==> src/rtl/ccp_pkg.sv <==
// Shared types, constants and microcode encodings for the column crack partition block.
`timescale 1ns / 1ps
`default_nettype none

package ccp_pkg;

  localparam int ROWS    = 1024;
  localparam int COLUMNS = 2;
  localparam int ROW_W   = $clog2(ROWS);
  localparam int COL_W   = 1;
  localparam int PTR_W   = $clog2(ROWS + 1);
  localparam int DATA_W  = 32;
  localparam int CMD_W   = 2;
  localparam int STEP_W  = 5;

  // Input word layout, lowest bit first.
  localparam int OFF_ROW = 0;
  localparam int OFF_COL = OFF_ROW + ROW_W;
  localparam int OFF_MIN = OFF_COL + COL_W;
  localparam int OFF_MAX = OFF_MIN + DATA_W;
  localparam int OFF_LO  = OFF_MAX + DATA_W;
  localparam int OFF_HI  = OFF_LO + PTR_W;
  localparam int OFF_KL  = OFF_HI + PTR_W;
  localparam int OFF_KR  = OFF_KL + DATA_W;
  localparam int IN_BITS = OFF_KR + DATA_W;
  localparam int IN_TDATA_W = ((IN_BITS + 7) / 8) * 8;

  // Output word layout, lowest bit first.
  localparam int OFF_S1   = 0;
  localparam int OFF_S2   = OFF_S1 + PTR_W;
  localparam int OFF_RMIN = OFF_S2 + PTR_W;
  localparam int OFF_RMAX = OFF_RMIN + DATA_W;
  localparam int OUT_BITS = OFF_RMAX + DATA_W;
  localparam int OUT_TDATA_W = ((OUT_BITS + 7) / 8) * 8;

  typedef enum logic [CMD_W-1:0] {
    CMD_WRITE  = 2'd0,
    CMD_READ   = 2'd1,
    CMD_CRACK2 = 2'd2,
    CMD_CRACK3 = 2'd3
  } cmd_t;

  typedef struct packed {
    logic [DATA_W-1:0] maxv;
    logic [DATA_W-1:0] minv;
  } entry_t;

  typedef entry_t [COLUMNS-1:0] row_t;

  typedef enum logic [1:0] {
    RD_NONE  = 2'd0,
    RD_LEFT  = 2'd1,
    RD_RIGHT = 2'd2,
    RD_ROW   = 2'd3
  } rd_sel_t;

  typedef enum logic [1:0] {
    WR_NONE   = 2'd0,
    WR_ENTRY  = 2'd1,
    WR_SWAP_A = 2'd2,
    WR_SWAP_B = 2'd3
  } wr_sel_t;

  typedef enum logic [3:0] {
    OP_NONE    = 4'd0,
    OP_INIT1   = 4'd1,
    OP_INIT2   = 4'd2,
    OP_CAP_L   = 4'd3,
    OP_CAP_R   = 4'd4,
    OP_INC_L   = 4'd5,
    OP_DEC_R   = 4'd6,
    OP_INC_DEC = 4'd7,
    OP_SAVE    = 4'd8
  } op_t;

  typedef enum logic [2:0] {
    C_NEVER       = 3'd0,
    C_ALWAYS      = 3'd1,
    C_OUTER_DONE  = 3'd2,
    C_LESS        = 3'd3,
    C_INNER_STOP  = 3'd4,
    C_NO_SWAP     = 3'd5,
    C_PASS2       = 3'd6
  } cond_t;

  typedef logic [STEP_W-1:0] step_t;

  localparam step_t ST_IDLE     = 5'd0;
  localparam step_t ST_WRITE    = 5'd1;
  localparam step_t ST_READ     = 5'd2;
  localparam step_t ST_READ_OUT = 5'd3;
  localparam step_t ST_CRACK    = 5'd4;
  localparam step_t ST_OUTER    = 5'd5;
  localparam step_t ST_TEST_L   = 5'd6;
  localparam step_t ST_INNER    = 5'd7;
  localparam step_t ST_TEST_R   = 5'd8;
  localparam step_t ST_DEC      = 5'd9;
  localparam step_t ST_SWAP_CHK = 5'd10;
  localparam step_t ST_SWAP_A   = 5'd11;
  localparam step_t ST_SWAP_B   = 5'd12;
  localparam step_t ST_STEP_INC = 5'd13;
  localparam step_t ST_PASS_END = 5'd14;
  localparam step_t ST_FINISH   = 5'd15;
  localparam step_t ST_CRACK2   = 5'd16;

  typedef struct packed {
    rd_sel_t rd;
    wr_sel_t wr;
    op_t     op;
    cond_t   cond;
    logic    fin;
    step_t   target;
  } ucode_t;

  typedef struct packed {
    rd_sel_t rd;
    wr_sel_t wr;
    op_t     op;
    logic    fin;
    logic    go;
    logic    accept;
  } ctrl_t;

  typedef struct packed {
    logic outer_done;
    logic less;
    logic inner_stop;
    logic no_swap;
    logic pass2;
  } flags_t;

endpackage

`default_nettype wire

==> src/rtl/ccp_sequencer.sv <==
// Microcode store and step counter that steer the partition datapath.
`timescale 1ns / 1ps
`default_nettype none

module ccp_sequencer (
  input  wire logic            clk,
  input  wire logic            rst,
  input  wire logic            in_valid,
  input  wire ccp_pkg::cmd_t   cmd,
  input  wire ccp_pkg::flags_t flags,
  input  wire logic            out_free,
  output logic                 ready,
  output ccp_pkg::ctrl_t       ctrl
);

  ccp_pkg::step_t  pc;
  ccp_pkg::step_t  pc_next;
  ccp_pkg::step_t  entry;
  ccp_pkg::ucode_t cw;
  logic            idle;
  logic            go;
  logic            cond_true;

  // Control store: one word per step.
  always_comb begin
    cw = '{rd: ccp_pkg::RD_NONE, wr: ccp_pkg::WR_NONE, op: ccp_pkg::OP_NONE,
           cond: ccp_pkg::C_NEVER, fin: 1'b0, target: ccp_pkg::ST_IDLE};
    case (pc)
      ccp_pkg::ST_WRITE: begin
        cw.wr = ccp_pkg::WR_ENTRY;
        cw.cond = ccp_pkg::C_ALWAYS;
        cw.fin = 1'b1;
      end
      ccp_pkg::ST_READ: begin
        cw.rd = ccp_pkg::RD_ROW;
      end
      ccp_pkg::ST_READ_OUT: begin
        cw.cond = ccp_pkg::C_ALWAYS;
        cw.fin = 1'b1;
      end
      ccp_pkg::ST_CRACK: begin
        cw.op = ccp_pkg::OP_INIT1;
      end
      ccp_pkg::ST_OUTER: begin
        cw.rd = ccp_pkg::RD_LEFT;
        cw.cond = ccp_pkg::C_OUTER_DONE;
        cw.target = ccp_pkg::ST_PASS_END;
      end
      ccp_pkg::ST_TEST_L: begin
        cw.op = ccp_pkg::OP_CAP_L;
        cw.cond = ccp_pkg::C_LESS;
        cw.target = ccp_pkg::ST_STEP_INC;
      end
      ccp_pkg::ST_INNER: begin
        cw.rd = ccp_pkg::RD_RIGHT;
        cw.cond = ccp_pkg::C_INNER_STOP;
        cw.target = ccp_pkg::ST_SWAP_CHK;
      end
      ccp_pkg::ST_TEST_R: begin
        cw.op = ccp_pkg::OP_CAP_R;
        cw.cond = ccp_pkg::C_LESS;
        cw.target = ccp_pkg::ST_SWAP_CHK;
      end
      ccp_pkg::ST_DEC: begin
        cw.op = ccp_pkg::OP_DEC_R;
        cw.cond = ccp_pkg::C_ALWAYS;
        cw.target = ccp_pkg::ST_INNER;
      end
      ccp_pkg::ST_SWAP_CHK: begin
        cw.cond = ccp_pkg::C_NO_SWAP;
        cw.target = ccp_pkg::ST_OUTER;
      end
      ccp_pkg::ST_SWAP_A: begin
        cw.wr = ccp_pkg::WR_SWAP_A;
      end
      ccp_pkg::ST_SWAP_B: begin
        cw.wr = ccp_pkg::WR_SWAP_B;
        cw.op = ccp_pkg::OP_INC_DEC;
        cw.cond = ccp_pkg::C_ALWAYS;
        cw.target = ccp_pkg::ST_OUTER;
      end
      ccp_pkg::ST_STEP_INC: begin
        cw.op = ccp_pkg::OP_INC_L;
        cw.cond = ccp_pkg::C_ALWAYS;
        cw.target = ccp_pkg::ST_OUTER;
      end
      ccp_pkg::ST_PASS_END: begin
        cw.op = ccp_pkg::OP_SAVE;
        cw.cond = ccp_pkg::C_PASS2;
        cw.target = ccp_pkg::ST_CRACK2;
      end
      ccp_pkg::ST_FINISH: begin
        cw.cond = ccp_pkg::C_ALWAYS;
        cw.fin = 1'b1;
      end
      ccp_pkg::ST_CRACK2: begin
        cw.op = ccp_pkg::OP_INIT2;
        cw.cond = ccp_pkg::C_ALWAYS;
        cw.target = ccp_pkg::ST_OUTER;
      end
      default: begin
      end
    endcase
  end

  always_comb begin
    case (cw.cond)
      ccp_pkg::C_ALWAYS:     cond_true = 1'b1;
      ccp_pkg::C_OUTER_DONE: cond_true = flags.outer_done;
      ccp_pkg::C_LESS:       cond_true = flags.less;
      ccp_pkg::C_INNER_STOP: cond_true = flags.inner_stop;
      ccp_pkg::C_NO_SWAP:    cond_true = flags.no_swap;
      ccp_pkg::C_PASS2:      cond_true = flags.pass2;
      default:               cond_true = 1'b0;
    endcase
  end

  always_comb begin
    case (cmd)
      ccp_pkg::CMD_WRITE: entry = ccp_pkg::ST_WRITE;
      ccp_pkg::CMD_READ:  entry = ccp_pkg::ST_READ;
      default:            entry = ccp_pkg::ST_CRACK;
    endcase
  end

  assign idle  = (pc == ccp_pkg::ST_IDLE);
  assign ready = idle;
  // A final step waits here until the output register can take the result.
  assign go    = !(cw.fin && !out_free);

  always_comb begin
    if (idle) begin
      pc_next = in_valid ? entry : ccp_pkg::ST_IDLE;
    end else if (!go) begin
      pc_next = pc;
    end else if (cond_true) begin
      pc_next = cw.target;
    end else begin
      pc_next = pc + 1'b1;
    end
  end

  always_ff @(posedge clk) begin
    if (rst) begin
      pc <= ccp_pkg::ST_IDLE;
    end else begin
      pc <= pc_next;
    end
  end

  assign ctrl = '{rd: cw.rd, wr: cw.wr, op: cw.op, fin: cw.fin, go: go,
                  accept: idle && in_valid};

endmodule

`default_nettype wire

==> config.mk <==
export PLATFORM = sky130hd
export DESIGN_NAME = ccp_sequencer
export DESIGN_NICKNAME = d
export VERILOG_FILES = /design/src/rtl/ccp_pkg.sv /design/src/rtl/ccp_sequencer.sv
export SDC_FILE = /design/constraint.sdc
export NUM_CORES = 1
export LEC_CHECK = 0
export ABC_CLOCK_PERIOD_IN_PS = 2900
export BUFFER_PORTS_ARGS = -buffer_cell sky130_fd_sc_hd__buf_2
export CAP_MARGIN = 30
export CORE_MARGIN = 2
export CORE_UTILIZATION = 50
export CTS_CLUSTER_SIZE = 14
export DETAILED_ROUTE_END_ITERATION = 6
export HOLD_SLACK_MARGIN = 0.15
export PLACE_DENSITY = 0.79
export SLEW_MARGIN = 20
export SYNTH_ARGS = -nofsm -noshare
export SYNTH_HDL_FRONTEND = slang
export SYNTH_SLANG_ARGS = --single-unit
==> constraint.sdc <==
create_clock -name clk -period 2.9 [get_ports clk]
set_clock_uncertainty 0.15 [all_clocks]
set_input_delay 0.29 -clock clk [delete_from_list [all_inputs] [get_ports clk]]
set_output_delay 0.29 -clock clk [all_outputs]
set_load 0.05 [all_outputs]
# ---- Word level (Yosys, flattened, before mapping)
# Index checks and enable logic that the tools add are counted.
dict set report op_classes {
  addsub 1
  multipliers 0
  div 0
  magnitude_cmp 0
  n_eq_ne 24
  n_shift 0
  mux 12
  bitwise_logic 0
  n_reduce_logical 11
}
# operator n
set ops {}
lappend ops {{$eq 5x4->1 const B} 8}
lappend ops {{$pmux 4 s8} 1}
lappend ops {{$pmux 5 s6} 1}
lappend ops {{$eq 5x3->1 const B} 4}
lappend ops {{$mux 5} 4}
lappend ops {{$pmux 3 s6} 1}
lappend ops {{$pmux 2 s3} 2}
lappend ops {{$eq 5x2->1 const B} 2}
lappend ops {{$eq 3x3->1 const B} 3}
lappend ops {{$reduce_or 7->1} 1}
lappend ops {{$eq 3x2->1 const B} 2}
lappend ops {{$pmux 1 s6} 1}
lappend ops {{$pmux 3 s2} 1}
lappend ops {{$add 5x1->5 const B} 1}
lappend ops {{$eq 5x1->1 const B} 1}
lappend ops {{$eq 5x5->1 const B} 1}
lappend ops {{$logic_not 5->1} 1}
lappend ops {{$reduce_or 2->1} 2}
lappend ops {{$reduce_or 4->1} 1}
lappend ops {{$eq 3x1->1 const B} 1}
lappend ops {{$reduce_or 3->1} 1}
lappend ops {{$eq 2x1->1 const B} 1}
lappend ops {{$logic_and 1x1->1} 2}
lappend ops {{$logic_not 1->1} 2}
lappend ops {{3 further kinds} 3}
dict set report word_totals {
  reg_bits 5
  latch_bits 0
  mem_bits_rw 0
  rom_bits 0
  input_bits 11
  out_inout_bits 12
  word_cells 49
  n_memories 0
}

# ---- Longest topological paths before layout
# Gate-level depths: netlist of the first run.
dict set report depth {
  ltp_word 8
  ltp_mapped 10
  depth_no_buf 10
}

# ---- Worst setup path before layout of the first run
# No wires, ideal clock.
dict set report synth_path {
  kind {register -> output}
  from {register pc[1]}
  to {output port ctrl[4] in the netlist's numbering}
  arrival_ns 2.167
  t_required_ns 2.460
  path_slack_ns 0.293
  stages_incl_launch_ff 8
  path_buffers 1
  cell_sequence {dfxtp_1 > inv_1 > ha_1 > buf_4 > nand2_1 > a21o_1 > o21a_1 > o21ai_0}
}
# element line_no
set synth_lines {}
lappend synth_lines {{from (decl)} ccp_sequencer.sv:16} ;# ccp_pkg::step_t pc;
lappend synth_lines {{from (signal assigned)} ccp_sequencer.sv:145} ;# pc <= ccp_pkg::ST_IDLE;
lappend synth_lines {{from (signal assigned)} ccp_sequencer.sv:147} ;# pc <= pc_next;
lappend synth_lines {{to (decl)} ccp_sequencer.sv:13} ;# output ccp_pkg::ctrl_t ctrl

# ---- Worst setup path after layout of the first run
dict set report layout_path {
  from {register pc[1]}
  to {register pc[0]}
}
dict set report layout_between {
  elab_chain_cells 8
  word_cells_on_any_way 34
  cone_classes {eq/ne (20); mux (7); reduce/logical (7)}
}
# element line_no
set layout_lines {}
lappend layout_lines {{$eq 5x5->1 (tied with other cells)} ccp_sequencer.sv:28} ;# case (pc)
lappend layout_lines {{$reduce_or 7->1 (no source line) / $reduce_or 2->1 (equally long branches)} -}
lappend layout_lines {{$pmux 3 s6} ccp_sequencer.sv:28}
lappend layout_lines {{$eq 3x3->1 (tied with other cells)} ccp_sequencer.sv:107} ;# case (cw.cond)
lappend layout_lines {{$pmux 1 s6} ccp_sequencer.sv:107}
lappend layout_lines {{$mux 5} ccp_sequencer.sv:136} ;# end else if (cond_true) begin
lappend layout_lines {{$mux 5} ccp_sequencer.sv:134} ;# end else if (!go) begin
lappend layout_lines {{$mux 5} ccp_sequencer.sv:132} ;# if (idle) begin
# Parallel ways exist; a longest one is shown, timed or not. The select of a mux whose other input is x is not followed.
# A chain may end at the register's enable or synchronous reset.

==> results of run 1 <==
## critical path, cell delays in order, from the launching register on
cell,delay (ps)
dfxtp_1,320
inv_1,160
ha_1,360
nand2b_1,160
a22oi_2,170
a32oi_1,130
o311a_1,340
a21oi_4,240
mux2_2,380
o22ai_1,100
## metal layers
| layer | up-vias | global-route usage | wire (um) |
|---|---|---|---|
| li1 | 431 | - | - |
| met1 | 406 | 0.290 | 851 |
| met2 | 34 | 0.418 | 1020 |
| met3 | 5 | 0.0250 | 97 |
| met4 | 0 | 0.115 | 34 |
| met5 | - | 0 | 0 |
## cell usage after synthesis, types with 2 or more instances
| master | n | area share |
|---|---|---|
| nor2b_1 | 2 | 0.016 |
| nand2_1 | 12 | 0.058 |
| buf_4 | 2 | 0.019 |
| o22ai_1 | 3 | 0.024 |
| clkbuf_1 | 4 | 0.019 |
| dfxtp_1 | 5 | 0.13 |
| a211oi_1 | 2 | 0.019 |
| a21oi_1 | 9 | 0.058 |
| mux2i_1 | 5 | 0.064 |
| a21o_1 | 3 | 0.029 |
| nand3b_1 | 2 | 0.019 |
| o21ai_0 | 3 | 0.019 |
| nor3_1 | 2 | 0.013 |
| o32ai_1 | 2 | 0.022 |
| nand2b_1 | 3 | 0.024 |
| nor2_1 | 11 | 0.053 |
| inv_1 | 6 | 0.029 |
| ha_1 | 5 | 0.080 |
## final cells by class
| class | instances | area, um2 | area share |
|---|---|---|---|
| clock buffers | 4 | 26.3 | 0.0287 |
| inverters | 7 | 26.3 | 0.0287 |
| multi-input cells | 86 | 607 | 0.663 |
| well taps | 16 | 20.0 | 0.0219 |
| repair buffers | 25 | 135 | 0.148 |
| flip-flops and latches | 5 | 100 | 0.109 |
## cell families after synthesis
family,share of synthesized area
AOI/OAI and AO/OA,0.379
muxes,0.0787
and+or+nand+nor,0.230
buffers and inverters,0.0931
DFF,0.128
xor gates and xnor gates,0.0112
adders and majority gates,0.0803
## placed cells by master (no fill, tap or decap), drive strengths merged, types with 4 or more instances in the layout
master	Yosys	routed
buf	4	24
nor2	11	11
nand2	12	12
clkbuf	4	4
inv	7	7
mux2i	5	5
ha	5	5
a21oi	10	10
dfxtp	5	5
## power breakdown
group           total, W  switching [W]  leakage [nW]  internal, W
clock network  0.0000814      0.0000293        0.0150    0.0000520
registers       0.000108      0.0000253        0.0407    0.0000824
logic           0.000591       0.000401         0.322     0.000191
total           0.000781       0.000455         0.378     0.000325
## final timing paths
path / end / slack [ps] / cells after the start
worst max-delay path: pc[0] / 330 / 9
worst min-delay path: pc[2] / 230 / 3
worst max register to register: pc[0] / 330 / 9
worst min register to register: pc[0] / 470 / 2
## through the flow
stage               cells  instance area, um2
detailed placement    138                 878
global placement      138                 878
CTS                   143                 915
floorplan             106                 779
global route          143                 915
finish                143                 915
## what timing repair did
| action | in CTS | in global routing |
|---|---|---|
| setup endpoints to repair | 0 | 0 |
| hold buffers | 1 | 0 |
| endpoints found under the hold margin | 1 | 0 |
==> results.ini, run 1 <==
[clock_network]
worstSkewPairLatency_ps = 250
cts_buffers = 3
ctsLongestPathBuffers = 2
htree_levels = 1
cts_setup_buffers = 0
clk_pin_slew_ps = 40
cts_tree = done
cts-root-buf = clkbuf_4
ctsResizeCount = 0
clock_sink_count = 5

[worst_setup_path]
worst_ep_required_time_ps = 2930
worstSetupPathType = reg -> reg
critPathArrivalTime_ps = 2590
start_kind = flip-flop
crit-reg2reg-launch = pc[1]
crit_path_end_kind = flip-flop
critPathMaxFanout = 8
cp-startpoint = pc[1]

[synthesis]
synth.avg_cell_area_um2 = 7.35
syn_inst = 106
yosysUniqueCellTypes = 43
ys_ff_latch = 5
ys_warn_count = 0
async_flop_share = 0
yosysSeqAreaShare = 0.128
synthFlopType = dfxtp_1
synth_area_um2 = 779
syn-num-nets = 122
synth-edff-count = 0

[place]
dp_hpwl_um = 1490
dpl_worst_slack_ps = 358
portBuffers = 22
gp_congestion = 0.859

[hold_path]
holdCritStartpoint = cmd[1]
hold_class = in -> reg

[detailed_routing]
firstDrtPassIters = 4
drtIter0Drc = 28
drc = 0
vias = 876
antenna_left = 0
via_per_inst = 6.13
detail_route.wl_per_cell_um = 14.0
wl_um = 2000

[finish]
fill_cells = 133
utilization = 0.614
drive_gt1_frac = 0.268
reg_top3 = pc: 5 flops
largest_reg_flops = 5
top_register = pc
area_delta_synth_final_pct = 17.3
insertedDiodeCount = 0
nets = 144

[sta]
tightestPinTransition_ps = 613
drv_slew = 0
fin_ws_ps = 333
finalCritPeriodShare = 0.885
post-route-min-period_ps = 2570
tns_ps = 0
setup_viol = 0
whs_ps = 230
relSlewSlack = 0.591
fmax_ghz = 0.390
final_hold_viol_count = 0
rsz0062_at_grt = false

[global_route]
grt-ovfl-total = 0
grt_start_max_net_pins = 19
antenna_found_initial = 0
grt_pass1_vias = 811
grt_util_all_layers = 0.239
grt_pass1_wl_um = 3460

[power]
peakVddDrop_v = 0.000497
power_w = 0.000781
powerDensity_nw_per_um2 = 853
leakage_nw = 0.378

[floorplanning]
die-height_um = 43.5
fp-row-count = 14
core_um2 = 1490
io_pins = 23
start_util = 0.524
die_width_um = 43.5
die_area_um2 = 1890

[flow_run]
drv_cap = 0

[run_status]
status = finished, final reports clean

(Power assumes the default switching activity.)
==> run 2, diff against run 1 <==
--- a/config.mk
+++ b/config.mk
@@ -5,15 +5,15 @@
 export SDC_FILE = /design/constraint.sdc
 export NUM_CORES = 1
 export LEC_CHECK = 0
+export ABC_AREA = 1
 export ABC_CLOCK_PERIOD_IN_PS = 2900
 export BUFFER_PORTS_ARGS = -buffer_cell sky130_fd_sc_hd__buf_2
 export CAP_MARGIN = 30
 export CORE_MARGIN = 2
-export CORE_UTILIZATION = 50
+export CORE_UTILIZATION = 51
 export CTS_CLUSTER_SIZE = 14
 export DETAILED_ROUTE_END_ITERATION = 6
-export HOLD_SLACK_MARGIN = 0.15
-export PLACE_DENSITY = 0.79
+export PLACE_DENSITY = 0.8
 export SLEW_MARGIN = 20
 export SYNTH_ARGS = -nofsm -noshare
 export SYNTH_HDL_FRONTEND = slang
==> run 2 against run 1 <==
Net effect: global-route usage decreased by 0.74 points; sequential share of layout area decreased by 0.33 points; core utilization increased by 1.9 points; total power increased by 63%; die area increased by 0.78%; final cell count increased by 31%; critical path depth decreased by 2; final area increased by 3.1%; count of clock-buffer cells in the layout unchanged; combinational power increased by 76%; largest power group unchanged; highest routed layer unchanged.
==> results.ini, run 2 <==
[synthesis]
synthTopCellsByCount = nand2_1 (41), inv_1 (22), nand3_1 (17), nor2_1 (16), a21oi_1 (8)
synth_top_area_cell = nand2_1
synthFlopType = dfxtp_1
synth.avg_cell_area_um2 = 5.42  ; -26%
synth-edff-count = 0  ; unchanged
synth_top_cell_area_share = 0.192  ; +0.0635
yosysSeqAreaShare = 0.125  ; -0.00361
async_flop_share = 0  ; unchanged
syn-num-nets = 164  ; +34%
synth_area_um2 = 802  ; +2.9%
synth_area_leaders = nand2_1 (19%), dfxtp_1 (12%), nand3_1 (11%)
ys_warn_count = 0  ; unchanged
syn_inst = 148  ; +40%
ys_ff_latch = 5  ; unchanged
yosysUniqueCellTypes = 23  ; -47%
yosysMostFrequentCell = nand2_1

[place]
dp_hpwl_um = 1710  ; +15%
portBuffers = 22  ; unchanged
placed_area_um2 = 917  ; +4.4%
gp_congestion = 0.914  ; +6.4%

[detailed_routing]
drc = 0  ; unchanged
wl_um = 2070  ; +3.4%
antenna_left = 0  ; unchanged
drtIter0Drc = 51  ; +82%
via_per_inst = 5.31  ; -13%
vias = 998  ; +14%
firstDrtPassIters = 4  ; unchanged
detail_route.wl_per_cell_um = 11.0  ; -21%

[clock_network]
cts_setup_buffers = 0  ; unchanged
worstSkewPairLatency_ps = 250  ; about the same
ctsLongestPathBuffers = 2  ; unchanged
cts_buffers = 3  ; unchanged
clock_sink_count = 5  ; unchanged
htree_levels = 1  ; unchanged
cts-root-buf = clkbuf_4
cts_tree = done
clk_pin_slew_ps = 50  ; about the same
ctsResizeCount = 0  ; unchanged
postCtsHoldBufs = 0  ; -1

[sta]
fmax_ghz = 0.445  ; +14%
tns_ps = 0  ; unchanged
post-route-min-period_ps = 2250  ; -319 ps
final_hold_viol_count = 0  ; unchanged
whs_ps = 111  ; -118 ps
relSlewSlack = 0.771  ; +0.180
setup_viol = 0  ; unchanged
drv_slew = 0  ; unchanged
rsz0062_at_grt = false
tightestPinTransition_ps = 343  ; -270 ps
finalCritPeriodShare = 0.775  ; -0.110

[power]
powerDensity_nw_per_um2 = 1350  ; +58%
peakVddDrop_v = 0.000641  ; +29%
leakage_nw = 0.566  ; +50%
power_w = 0.00127  ; +63%

[worst_setup_path]
rr_worst_depth = 14  ; +5
start_kind = flip-flop
cpPeakStageDelay_ps = 360  ; -20 ps
cp_slowest_cell = dfxtp_1
critPathArrivalTime_ps = 1810  ; -780 ps
worst_ep_required_time_ps = 2460  ; -470 ps
path_delay_family = simple AND/OR/NAND/NOR gates
crit_cells = 7  ; -2
critPathMaxFanout = 6  ; -2
path_buf_inv = 3  ; +2
crit_chain = inv_1, ha_1, nand2_2, nor2_2, inv_2, nor2_1, buf_2
r2r-end = pc[2]
cp-endpoint = ctrl[0]
reg2reg_setup_slack_ps = 740  ; +410 ps
crit-reg2reg-launch = pc[0]
cp-startpoint = pc[0]
crit_path_end_kind = primary output
worstSetupPathType = reg -> out

[global_route]
grt-ovfl-total = 0  ; unchanged
grt_util_all_layers = 0.232  ; -0.00743
grt_pass1_vias = 839  ; +3.5%
antenna_found_initial = 0  ; unchanged
grt_start_max_net_pins = 9  ; -10
grt_pass1_wl_um = 3380  ; -2.4%

[flow_run]
drv_cap = 0  ; unchanged

[finish]
top_register = pc
insertedDiodeCount = 0  ; unchanged
mostFrequentLayoutCell = nand2_1
nets = 189  ; +31%
drive_gt1_frac = 0.262  ; -0.00609
area_delta_synth_final_pct = 17.6
reg_top3 = pc: 5 flops
final_cell_mix = nand2_1 (41), inv_1 (22), buf_2 (22)
largest_reg_flops = 5  ; unchanged
final_cell_area_um2 = 943  ; +3.1%

[floorplanning]
io_pins = 23  ; unchanged
fp-row-count = 14  ; unchanged
start_util = 0.539  ; +0.0151
core_um2 = 1490  ; unchanged
die_area_um2 = 1910  ; +0.78%
die-height_um = 43.7  ; +0.39%
die_width_um = 43.7  ; +0.39%

[run_status]
status = finished, final reports clean

[hold_path]
hold_class = in -> reg

==> run 2: cells by family after synthesis <==
| kind of cell | synth area share |
|---|---|
| AOI/OAI and AO/OA | 0.106 |
| xor gates and xnor gates | 0.0109 |
| adders and majority gates | 0.0780 |
| buffers and inverters | 0.150 |
| DFF | 0.125 |
| and+or+nand+nor | 0.530 |
==> run 2: layer usage <==
layer | vias up | share of wire | GRT usage | routed length, um
li1 | 507 | - | - | -
met1 | 436 | 0.42 | 0.279 | 869
met2 | 51 | 0.49 | 0.394 | 1030
met3 | 4 | 0.082 | 0.0625 | 169
met4 | 0 | 0.0029 | 0.0788 | 6
met5 | - | 0 | 0 | 0
==> run 2: final cells by class <==
cell class              count  area [um2]
clock buffers               4        26.3
fillers                   154         546
inverters                  28         105
multi-input cells         113         582
flip-flops and latches      5         100
well taps                  16        20.0
repair buffers             22         110
==> run 2: through the flow <==
stage          std cells  utilization  worst slack (ps)
2_1_floorplan        148            -               230
3_3_place_gp         184        0.616               814
3_5_place_dp         184        0.616               787
4_1_cts              188        0.634               664
5_1_grt              188        0.634               554
6_report             188        0.634               652
==> run 2: worst min-delay path by stage <==
stage	startpoint	end	slack (ps)	cells after the start
CTS	rst	pc[0]	100	2
global placement	rst	pc[4]	350	2
global route	rst	pc[4]	120	2
finish	rst	pc[4]	110	2
floorplan	rst	pc[0]	210	1
detailed placement	rst	pc[0]	360	2
==> run 2: worst register-to-register path, stage by stage (launching register included) <==
cell and delay [ps]:
dfxtp_1 430, inv_1 100, ha_1 240, nand2_1 140
nor2_4 50, nor2_1 160, nand2_1 120, nand2_1 70
nand3_1 70, nand2_2 150, nand2_4 90, o21ai_1 100
nand3_1 100, nand2_1 70, inv_1 30
==> run 2: power breakdown <==
part	internal, W	switching (W)	total, W
combinational	0.000282	0.000760	0.00104
sequential	0.0000979	0.0000510	0.000149
clock	0.0000521	0.0000297	0.0000818
total	0.000432	0.000841	0.00127
